===== src/hdl/lds_pkg.sv =====
// ----------------------------------------------------------------------------
// lds_pkg
// Shared types, microcode word layout and control program of the solver.
// ----------------------------------------------------------------------------
package lds_pkg;

	localparam int DEF_DATA_WIDTH = 32;
	localparam int DEF_MAX_STEPS  = 64;
	localparam int PC_W           = 5;

	// datapath actions
	typedef enum logic [3:0] {
		OP_NONE    = 4'd0,
		OP_LOAD    = 4'd1,
		OP_DIV_AB  = 4'd2,
		OP_SHIFT   = 4'd3,
		OP_MUL_X   = 4'd4,
		OP_ADD_X   = 4'd5,
		OP_ADD_Y   = 4'd6,
		OP_SIGN    = 4'd7,
		OP_SET_BZ  = 4'd8,
		OP_DIV_C   = 4'd9,
		OP_MUL_XK  = 4'd10,
		OP_STORE_X = 4'd11,
		OP_STORE_Y = 4'd12,
		OP_CLEAR   = 4'd13,
		OP_PUBLISH = 4'd14
	} op_t;

	// jump conditions
	typedef enum logic [3:0] {
		C_NEVER    = 4'd0,
		C_ALWAYS   = 4'd1,
		C_NO_IN    = 4'd2,
		C_B_ZERO   = 4'd3,
		C_DIV_BUSY = 4'd4,
		C_REM_ZERO = 4'd5,
		C_REM_NZ   = 4'd6,
		C_I_LAST   = 4'd7,
		C_RA_ZERO  = 4'd8,
		C_OUT_BUSY = 4'd9
	} cond_t;

	typedef logic [PC_W-1:0] pc_t;

	// program addresses
	localparam pc_t S_IDLE  = 5'd0;
	localparam pc_t S_CHK_B = 5'd1;
	localparam pc_t S_DIV   = 5'd2;
	localparam pc_t S_DWAIT = 5'd3;
	localparam pc_t S_SHIFT = 5'd4;
	localparam pc_t S_MULX  = 5'd5;
	localparam pc_t S_ADDX  = 5'd6;
	localparam pc_t S_ADDY  = 5'd7;
	localparam pc_t S_LOOP  = 5'd8;
	localparam pc_t S_ENDC  = 5'd9;
	localparam pc_t S_BZ    = 5'd10;
	localparam pc_t S_DIVC  = 5'd11;
	localparam pc_t S_CWAIT = 5'd12;
	localparam pc_t S_MULXK = 5'd13;
	localparam pc_t S_STX   = 5'd14;
	localparam pc_t S_STY   = 5'd15;
	localparam pc_t S_FAIL  = 5'd16;
	localparam pc_t S_WRITE = 5'd17;
	localparam pc_t S_DONE  = 5'd18;

	typedef struct packed {
		op_t   op;
		cond_t cond;
		pc_t   target;
	} ctrl_t;

	typedef struct packed {
		logic in_valid;
		logic b_zero;
		logic ra_zero;
		logic div_busy;
		logic rem_zero;
		logic i_last;
		logic out_busy;
	} stat_t;

	// control store: taken condition jumps to target, else falls through
	function automatic ctrl_t ucode(input pc_t pc);
		ctrl_t w;
		unique case (pc)
			S_IDLE:  w = '{op: OP_LOAD,    cond: C_NO_IN,    target: S_IDLE};
			S_CHK_B: w = '{op: OP_NONE,    cond: C_B_ZERO,   target: S_BZ};
			S_DIV:   w = '{op: OP_DIV_AB,  cond: C_NEVER,    target: S_IDLE};
			S_DWAIT: w = '{op: OP_NONE,    cond: C_DIV_BUSY, target: S_DWAIT};
			S_SHIFT: w = '{op: OP_SHIFT,   cond: C_REM_ZERO, target: S_ENDC};
			S_MULX:  w = '{op: OP_MUL_X,   cond: C_NEVER,    target: S_IDLE};
			S_ADDX:  w = '{op: OP_ADD_X,   cond: C_NEVER,    target: S_IDLE};
			S_ADDY:  w = '{op: OP_ADD_Y,   cond: C_I_LAST,   target: S_FAIL};
			S_LOOP:  w = '{op: OP_NONE,    cond: C_ALWAYS,   target: S_DIV};
			S_ENDC:  w = '{op: OP_SIGN,    cond: C_ALWAYS,   target: S_DIVC};
			S_BZ:    w = '{op: OP_SET_BZ,  cond: C_RA_ZERO,  target: S_FAIL};
			S_DIVC:  w = '{op: OP_DIV_C,   cond: C_NEVER,    target: S_IDLE};
			S_CWAIT: w = '{op: OP_NONE,    cond: C_DIV_BUSY, target: S_CWAIT};
			S_MULXK: w = '{op: OP_MUL_XK,  cond: C_REM_NZ,   target: S_FAIL};
			S_STX:   w = '{op: OP_STORE_X, cond: C_NEVER,    target: S_IDLE};
			S_STY:   w = '{op: OP_STORE_Y, cond: C_ALWAYS,   target: S_WRITE};
			S_FAIL:  w = '{op: OP_CLEAR,   cond: C_NEVER,    target: S_IDLE};
			S_WRITE: w = '{op: OP_PUBLISH, cond: C_OUT_BUSY, target: S_WRITE};
			S_DONE:  w = '{op: OP_NONE,    cond: C_ALWAYS,   target: S_IDLE};
			default: w = '{op: OP_NONE,    cond: C_ALWAYS,   target: S_IDLE};
		endcase
		return w;
	endfunction

endpackage


===== src/hdl/lds_div.sv =====
// ----------------------------------------------------------------------------
// lds_div
// Restoring unsigned divider, one quotient bit per cycle.
// ----------------------------------------------------------------------------
module lds_div #(
	parameter int DATA_WIDTH = lds_pkg::DEF_DATA_WIDTH
) (
	input  logic                  clk,
	input  logic                  arst_n,
	input  logic                  start,
	input  logic [DATA_WIDTH-1:0] dividend,
	input  logic [DATA_WIDTH-1:0] divisor,
	output logic                  busy,
	output logic [DATA_WIDTH-1:0] quot,
	output logic [DATA_WIDTH-1:0] rem
);

	localparam int CW = $clog2(DATA_WIDTH + 1);

	logic [CW-1:0]         cnt_q;
	logic                  busy_q;
	logic [DATA_WIDTH-1:0] quot_q;
	logic [DATA_WIDTH-1:0] rem_q;
	logic [DATA_WIDTH-1:0] dvs_q;
	logic [DATA_WIDTH:0]   trial;
	logic [DATA_WIDTH:0]   diff;

	assign trial = {rem_q, quot_q[DATA_WIDTH-1]};
	assign diff  = trial - {1'b0, dvs_q};

	always_ff @(posedge clk or negedge arst_n) begin
		if (!arst_n) begin
			busy_q <= 1'b0;
			cnt_q  <= '0;
		end else if (start) begin
			busy_q <= 1'b1;
			cnt_q  <= CW'(DATA_WIDTH);
		end else if (busy_q) begin
			cnt_q  <= cnt_q - 1'b1;
			busy_q <= (cnt_q != CW'(1));
		end
	end

	always_ff @(posedge clk) begin
		if (start) begin
			quot_q <= dividend;
			rem_q  <= '0;
			dvs_q  <= divisor;
		end else if (busy_q) begin
			if (!diff[DATA_WIDTH]) begin
				rem_q  <= diff[DATA_WIDTH-1:0];
				quot_q <= {quot_q[DATA_WIDTH-2:0], 1'b1};
			end else begin
				rem_q  <= trial[DATA_WIDTH-1:0];
				quot_q <= {quot_q[DATA_WIDTH-2:0], 1'b0};
			end
		end
	end

	assign busy = busy_q;
	assign quot = quot_q;
	assign rem  = rem_q;

endmodule


===== src/hdl/lds_seq.sv =====
// ----------------------------------------------------------------------------
// lds_seq
// Step counter and control store; picks the next step from a status flag.
// ----------------------------------------------------------------------------
module lds_seq (
	input  logic            clk,
	input  logic            arst_n,
	input  lds_pkg::stat_t  stat,
	output lds_pkg::ctrl_t  ctrl
);

	lds_pkg::pc_t pc_q;
	lds_pkg::ctrl_t word;
	logic take;

	always_comb word = lds_pkg::ucode(pc_q);

	always_comb begin
		unique case (word.cond)
			lds_pkg::C_NEVER:    take = 1'b0;
			lds_pkg::C_ALWAYS:   take = 1'b1;
			lds_pkg::C_NO_IN:    take = !stat.in_valid;
			lds_pkg::C_B_ZERO:   take = stat.b_zero;
			lds_pkg::C_DIV_BUSY: take = stat.div_busy;
			lds_pkg::C_REM_ZERO: take = stat.rem_zero;
			lds_pkg::C_REM_NZ:   take = !stat.rem_zero;
			lds_pkg::C_I_LAST:   take = stat.i_last;
			lds_pkg::C_RA_ZERO:  take = stat.ra_zero;
			lds_pkg::C_OUT_BUSY: take = stat.out_busy;
			default:             take = 1'b1;
		endcase
	end

	always_ff @(posedge clk or negedge arst_n) begin
		if (!arst_n) begin
			pc_q <= lds_pkg::S_IDLE;
		end else if (take) begin
			pc_q <= word.target;
		end else begin
			pc_q <= pc_q + 1'b1;
		end
	end

	assign ctrl = word;

endmodule


===== src/hdl/lds_dp.sv =====
// ----------------------------------------------------------------------------
// lds_dp
// Remainder pair, convergents, shared multiplier and divider, result and
// output registers, all driven by the microcode action field.
// ----------------------------------------------------------------------------
module lds_dp #(
	parameter int DATA_WIDTH = lds_pkg::DEF_DATA_WIDTH,
	parameter int MAX_STEPS  = lds_pkg::DEF_MAX_STEPS
) (
	input  logic                clk,
	input  logic                arst_n,
	input  lds_pkg::ctrl_t      ctrl,
	output lds_pkg::stat_t      stat,
	input  logic                in_valid,
	output logic                in_ready,
	input  logic [30:0]         coef_a,
	input  logic [30:0]         coef_b,
	input  logic signed [31:0]  rhs_c,
	output logic                out_valid,
	input  logic                out_ready,
	output logic signed [63:0]  x_solution,
	output logic signed [63:0]  y_solution,
	output logic [30:0]         common_divisor,
	output logic                solvable
);

	localparam int DW = DATA_WIDTH;
	localparam int SW = $clog2(MAX_STEPS);

	logic [DW-2:0]   ra_q, rb_q;
	logic [DW-1:0]   xp_q, xc_q, yp_q, yc_q;
	logic [SW-1:0]   i_q;
	logic            cneg_q, xneg_q, ok_q;
	logic [DW-1:0]   cmag_q;
	logic [2*DW-1:0] prod_q;
	logic [63:0]     xres_q, yres_q;
	logic            out_valid_q;
	logic [63:0]     xout_q, yout_q;
	logic [30:0]     gout_q;
	logic            sout_q;

	logic [DW-1:0]   c_low, c_mag;
	logic            div_start, div_busy;
	logic [DW-1:0]   div_dvd, div_dvs, div_quot, div_rem;
	logic [DW-1:0]   mul_a;
	logic            mul_en, out_busy, load, publish;
	logic [63:0]     mag64;

	assign c_low = rhs_c[DW-1:0];
	assign c_mag = c_low[DW-1] ? (~c_low + 1'b1) : c_low;

	assign out_busy = out_valid_q && !out_ready;
	assign load     = (ctrl.op == lds_pkg::OP_LOAD) && in_valid;
	assign publish  = (ctrl.op == lds_pkg::OP_PUBLISH) && !out_busy;
	assign in_ready = (ctrl.op == lds_pkg::OP_LOAD);

	// divider: chain step ra/rb, or |c|/gcd during scaling
	assign div_start = (ctrl.op == lds_pkg::OP_DIV_AB) || (ctrl.op == lds_pkg::OP_DIV_C);
	assign div_dvd   = (ctrl.op == lds_pkg::OP_DIV_C) ? cmag_q : {1'b0, ra_q};
	assign div_dvs   = (ctrl.op == lds_pkg::OP_DIV_C) ? {1'b0, ra_q} : {1'b0, rb_q};

	lds_div #(.DATA_WIDTH(DW)) u_div (
		.clk      (clk),
		.arst_n   (arst_n),
		.start    (div_start),
		.dividend (div_dvd),
		.divisor  (div_dvs),
		.busy     (div_busy),
		.quot     (div_quot),
		.rem      (div_rem)
	);

	// one multiplier: quotient times x-side, then y-side on the next step
	assign mul_a  = ((ctrl.op == lds_pkg::OP_MUL_X) || (ctrl.op == lds_pkg::OP_MUL_XK)) ?
		xc_q : yc_q;
	assign mul_en = (ctrl.op == lds_pkg::OP_MUL_X) || (ctrl.op == lds_pkg::OP_ADD_X) ||
		(ctrl.op == lds_pkg::OP_MUL_XK) || (ctrl.op == lds_pkg::OP_STORE_X);
	assign mag64  = 64'(prod_q);

	always_ff @(posedge clk) begin
		if (mul_en) begin
			prod_q <= mul_a * div_quot;
		end
		case (ctrl.op)
			lds_pkg::OP_LOAD: begin
				if (load) begin
					ra_q   <= coef_a[DW-2:0];
					rb_q   <= coef_b[DW-2:0];
					cneg_q <= c_low[DW-1];
					cmag_q <= c_mag;
					xp_q   <= DW'(1);
					yp_q   <= '0;
					xc_q   <= '0;
					yc_q   <= DW'(1);
					i_q    <= '0;
				end
			end
			lds_pkg::OP_SHIFT: begin
				ra_q <= rb_q;
				rb_q <= div_rem[DW-2:0];
			end
			lds_pkg::OP_ADD_X: begin
				xp_q <= xc_q;
				xc_q <= prod_q[DW-1:0] + xp_q;
			end
			lds_pkg::OP_ADD_Y: begin
				yp_q <= yc_q;
				yc_q <= prod_q[DW-1:0] + yp_q;
				i_q  <= i_q + 1'b1;
			end
			lds_pkg::OP_SIGN: begin
				// x is negative for an even final step index
				xneg_q <= !i_q[0];
			end
			lds_pkg::OP_SET_BZ: begin
				xc_q   <= DW'(1);
				yc_q   <= '0;
				xneg_q <= 1'b0;
			end
			lds_pkg::OP_STORE_X: begin
				xres_q <= (xneg_q ^ cneg_q) ? (~mag64 + 1'b1) : mag64;
			end
			lds_pkg::OP_STORE_Y: begin
				yres_q <= (!xneg_q ^ cneg_q) ? (~mag64 + 1'b1) : mag64;
				ok_q   <= 1'b1;
			end
			lds_pkg::OP_CLEAR: begin
				xres_q <= '0;
				yres_q <= '0;
				ok_q   <= 1'b0;
			end
			default: begin
			end
		endcase
		if (publish) begin
			xout_q <= xres_q;
			yout_q <= yres_q;
			gout_q <= 31'(ra_q);
			sout_q <= ok_q;
		end
	end

	always_ff @(posedge clk or negedge arst_n) begin
		if (!arst_n) begin
			out_valid_q <= 1'b0;
		end else if (publish) begin
			out_valid_q <= 1'b1;
		end else if (out_ready) begin
			out_valid_q <= 1'b0;
		end
	end

	assign stat.in_valid = in_valid;
	assign stat.b_zero   = (rb_q == '0);
	assign stat.ra_zero  = (ra_q == '0);
	assign stat.div_busy = div_busy;
	assign stat.rem_zero = (div_rem == '0);
	assign stat.i_last   = (i_q == SW'(MAX_STEPS - 1));
	assign stat.out_busy = out_busy;

	assign out_valid      = out_valid_q;
	assign x_solution     = xout_q;
	assign y_solution     = yout_q;
	assign common_divisor = gout_q;
	assign solvable       = sout_q;

endmodule


===== src/hdl/linear_diophantine_solver.sv =====
// Each Euclid division step runs on the bit-serial divider.
// Throughput: one item at a time; the next input beat is taken in S_IDLE, entered via
//   S_DONE once the result is published, while a finished result may still wait at the output.
// Reset (arst_n low) clears the step counter, divider and output valid at once.
// ----------------------------------------------------------------------------
// linear_diophantine_solver
// Extended Euclid solver for a*x + b*y = c under a microcoded sequencer.
// ----------------------------------------------------------------------------
module linear_diophantine_solver #(
	parameter int DATA_WIDTH = lds_pkg::DEF_DATA_WIDTH,
	parameter int MAX_STEPS  = lds_pkg::DEF_MAX_STEPS
) (
	input  logic                clk,
	input  logic                arst_n,
	input  logic                in_valid,
	output logic                in_ready,
	input  logic [30:0]         coef_a,
	input  logic [30:0]         coef_b,
	input  logic signed [31:0]  rhs_c,
	output logic                out_valid,
	input  logic                out_ready,
	output logic signed [63:0]  x_solution,
	output logic signed [63:0]  y_solution,
	output logic [30:0]         common_divisor,
	output logic                solvable
);

	lds_pkg::ctrl_t ctrl;
	lds_pkg::stat_t stat;

	lds_seq u_seq (
		.clk    (clk),
		.arst_n (arst_n),
		.stat   (stat),
		.ctrl   (ctrl)
	);

	lds_dp #(
		.DATA_WIDTH (DATA_WIDTH),
		.MAX_STEPS  (MAX_STEPS)
	) u_dp (
		.clk            (clk),
		.arst_n         (arst_n),
		.ctrl           (ctrl),
		.stat           (stat),
		.in_valid       (in_valid),
		.in_ready       (in_ready),
		.coef_a         (coef_a),
		.coef_b         (coef_b),
		.rhs_c          (rhs_c),
		.out_valid      (out_valid),
		.out_ready      (out_ready),
		.x_solution     (x_solution),
		.y_solution     (y_solution),
		.common_divisor (common_divisor),
		.solvable       (solvable)
	);

endmodule


===== config.mk =====
export PLATFORM = sky130hd
export DESIGN_NAME = linear_diophantine_solver
export DESIGN_NICKNAME = d
export VERILOG_FILES = /design/src/hdl/lds_pkg.sv /design/src/hdl/lds_div.sv /design/src/hdl/lds_seq.sv /design/src/hdl/lds_dp.sv /design/src/hdl/linear_diophantine_solver.sv
export SDC_FILE = /design/constraint.sdc
export NUM_CORES = 2
export LEC_CHECK = 0
export ABC_AREA = 0
export BUFFER_PORTS_ARGS = -buffer_cell sky130_fd_sc_hd__buf_2
export CAP_MARGIN = 25
export CORE_MARGIN = 5
export CORE_UTILIZATION = 35
export DETAILED_ROUTE_END_ITERATION = 8
export SKIP_LAST_GASP = 1
export SLEW_MARGIN = 20
export SYNTH_ARGS = -nofsm -noshare
export SYNTH_HDL_FRONTEND = slang
export SYNTH_SLANG_ARGS = --single-unit

===== constraint.sdc =====
create_clock -name clk -period 40.8 [get_ports clk]
set_input_delay 4.08 -clock clk [delete_from_list [all_inputs] [get_ports clk]]
set_output_delay 4.08 -clock clk [all_outputs]
set_load 0.02 [all_outputs]

==> results.py <==
metrics = {
    "synth": {
        "synth-edff-count": 646,
        "yosysMostFrequentCell": "inv_1",
        "synthArstFlopShare": 0.0188,
        "syn_area_per_cell_sq_um": 10.4,
        "syn_area_sq_um": 66300,
        "ys_top_cells_by_count": "957 x inv_1, 899 x fa_1, 689 x and2_1",
        "yosysWarningCount": 0,
        "yosys.area.top_type": "edfxtp_1",
        "synth_cell_types": 73,
        "syn-num-nets": 7738,
        "synth.yosys.seq_area_share": 0.307,
        "synth_area_leaders": "edfxtp_1 29%, fa_1 27%, ha_1 7.0%",
        "synth_cells": 6372,
        "synth-main-ff-cell": "edfxtp_1",
        "synth_top_area_share": 0.292,
        "ys_ff_latch": 691,
    },
    "route": {
        "drc": 0,
        "dr.pass1.iters": 8,
        "post_drt_wl_per_cell_um": 20.7,
        "via_per_inst": 5.12,
        "drt_iter0_drc": 3522,
        "via_count": 46203,
        "drt_wl_total_um": 187000,
        "ant_nets": 0,
    },
    "floorplanning": {
        "num_rows": 159,
        "start_util": 0.353,
        "fp.dieH_um": 445,
        "core_area_sq_um": 188000,
        "fp.dieW_um": 445,
        "die-area_sq_um": 198000,
        "io_pins": 260,
    },
    "timing": {
        "slew_headroom": 0.324,
        "drv_slew": 0,
        "fin_crit_ps": 12160,
        "tightest_slew_ps": 1010,
        "fmax_mhz": 82.2,
        "fin_crit_sh": 0.298,
        "setup_viol": 0,
        "fin_worst_skew_ps": 41.8,
        "hold_viol": 0,
        "rsz0062_at_grt": "no",
        "fin_setup_tns_ps": 0,
    },
    "setup_path": {
        "reg2reg_depth": 34,
        "path_class": "flip-flop to flip-flop",
        "worstPathArrival_ps": 12580,
        "path_buf_inv": 6,
        "cpMostUsedCell": "fa_1",
        "slowest_delay_ps": 920,
        "critPathTopFamily": "adder cells",
        "critPathRequiredTime_ps": 41220,
        "endpoint_kind": "flip-flop",
        "slowest_stage": "mux2_2",
        "start_kind": "flip-flop",
        "worstPathMaxFanout": 65,
        "crit_cells": 34,
    },
    "finish": {
        "fillers": 18415,
        "syn_to_final_growth_pct": 9.64,
        "drive_above_1_share": 0.0965,
        "multi_input_area_sq_um": 41300,
        "design_area_sq_um": 72700,
        "regArea_sq_um": 20400,
        "finish.utilization": 0.387,
        "fin_nets": 7838,
    },
    "placed_design": {
        "dpl_cell_area_sq_um": 70400,
        "portBuffers": 259,
        "gp_congestion": 0.897,
        "place_hpwl_um": 138000,
    },
    "run": {
        "cap_violations": 0,
    },
    "clock_network": {
        "cts.root.buffer_cell": "clkbuf_16",
        "cts-resized-gates": 0,
        "postCtsHoldBufs": 0,
        "cts_buffers": 70,
        "post_cts_buffers": 0,
        "numClockSinks": 691,
        "cts_buffer_depth": 3,
        "insertion_delay_ps": 700,
        "cts.reportedPaths.clkPinSlew_ps": 70,
        "cts_tree": "yes",
        "ctsHtreeMaxLevel": 3,
    },
    "global_routing": {
        "grt_pass1_vias": 48344,
        "antenna_found_initial": 10,
        "track_usage": 0.189,
        "gr-total-overflow": 0,
        "grt_max_degree": 100,
        "grt_pass1_wl_um": 292000,
    },
    "hold_path": {
        "holdPathStages": 0,
        "hp-class": "flip-flop to flip-flop",
    },
    "outcome": {
        "status": "completed",
    },
}
layout make-up:
cell class	count	area share
Multi-Input combinational cell	4403	0.568
Tap cell	2495	0.0429
Sequential cell	691	0.280
Inverter	958	0.0494
Antenna cell	4	0.000138
Clock inverter	44	0.00771
Clock buffer	82	0.0248
Timing Repair Buffer	348	0.0273
through the flow:
step,worst slack [ps],hold slack [ps],instances
3_5_place_dp,28730,405,8894
3_3_place_gp,28730,402,8892
5_1_grt,28100,414,9021
4_1_cts,28640,395,9020
6_report,28640,409,9025
2_1_floorplan,25020,400,6372
path summary, 6_finish.rpt:
kind | start | end | slack (ps)
min in group asynchronous | arst_n | u_seq.pc_q[3] | 3310
min reg2reg | u_dp.yres_q[30] | u_dp.y_solution[30] | 410
max reg2reg | u_seq.pc_q[0] | u_dp.mag64[61] | 28640
max in group asynchronous | arst_n | u_dp.u_div.busy | 37200
max | u_seq.pc_q[0] | u_dp.mag64[61] | 28640
min | u_dp.yres_q[30] | u_dp.y_solution[30] | 410
cell usage in the layout, fill, tap and decap left out, drive strengths merged, types with 27 or more instances in the layout:
cell	synthesis	final
a22oi	33	33
a211oi	30	30
xor2	122	122
nor3	57	57
clkbuf	308	82
nand3	33	33
edfxtp	646	646
xnor2	150	150
ha	369	369
o21ai	160	160
inv	957	961
nor2	321	321
fa	899	899
nand4	37	37
mux2i	30	30
a21o	63	63
a21oi	238	238
mux2	129	129
o21bai	27	27
buf	12	347
or3	65	65
dfxtp	32	32
nor4	39	39
clkinv	1	29
and2	689	689
nand2b	29	29
o31ai	27	27
nand2	647	647
per-layer routing:
layer | wire length (um) | vias to the layer above | part of all wire | GRT usage
met5 | 13 | - | 0.000070 | 0
met4 | 5680 | 2 | 0.030 | 0.0543
met3 | 13100 | 284 | 0.070 | 0.0288
met2 | 86300 | 1666 | 0.46 | 0.307
met1 | 81900 | 23541 | 0.44 | 0.264
li1 | - | 20710 | - | -
state kept, by name (all words and copies together), names as in the netlist, 32 cells and up:
register / count
u_dp.xres_q: 64
u_dp.yres_q: 64
u_dp.u_div.quot: 32
u_dp.xp_q: 32
u_dp.mag64: 64
u_dp.xc_q: 32
u_dp.yc_q: 32
u_dp.u_div.rem: 32
u_dp.y_solution: 64
u_dp.cmag_q: 32
u_dp.x_solution: 64
u_dp.yp_q: 32
cell families after synthesis:
| family | count (synthesis) | share of synthesized area |
|---|---|---|
| AND/OR/NAND/NOR | 1991 | 0.151 |
| buffers and inverters | 1278 | 0.0724 |
| adder cells (fa/ha/maj) | 1268 | 0.341 |
| AO/OA/AOI/OAI | 713 | 0.0668 |
| flip-flops | 691 | 0.307 |
| XOR/XNOR | 272 | 0.0359 |
| multiplexers | 159 | 0.0264 |
Power is left out: the tool's default activity adds up to more than one toggle a clock period on the data nets, which glitch-free logic cannot reach.
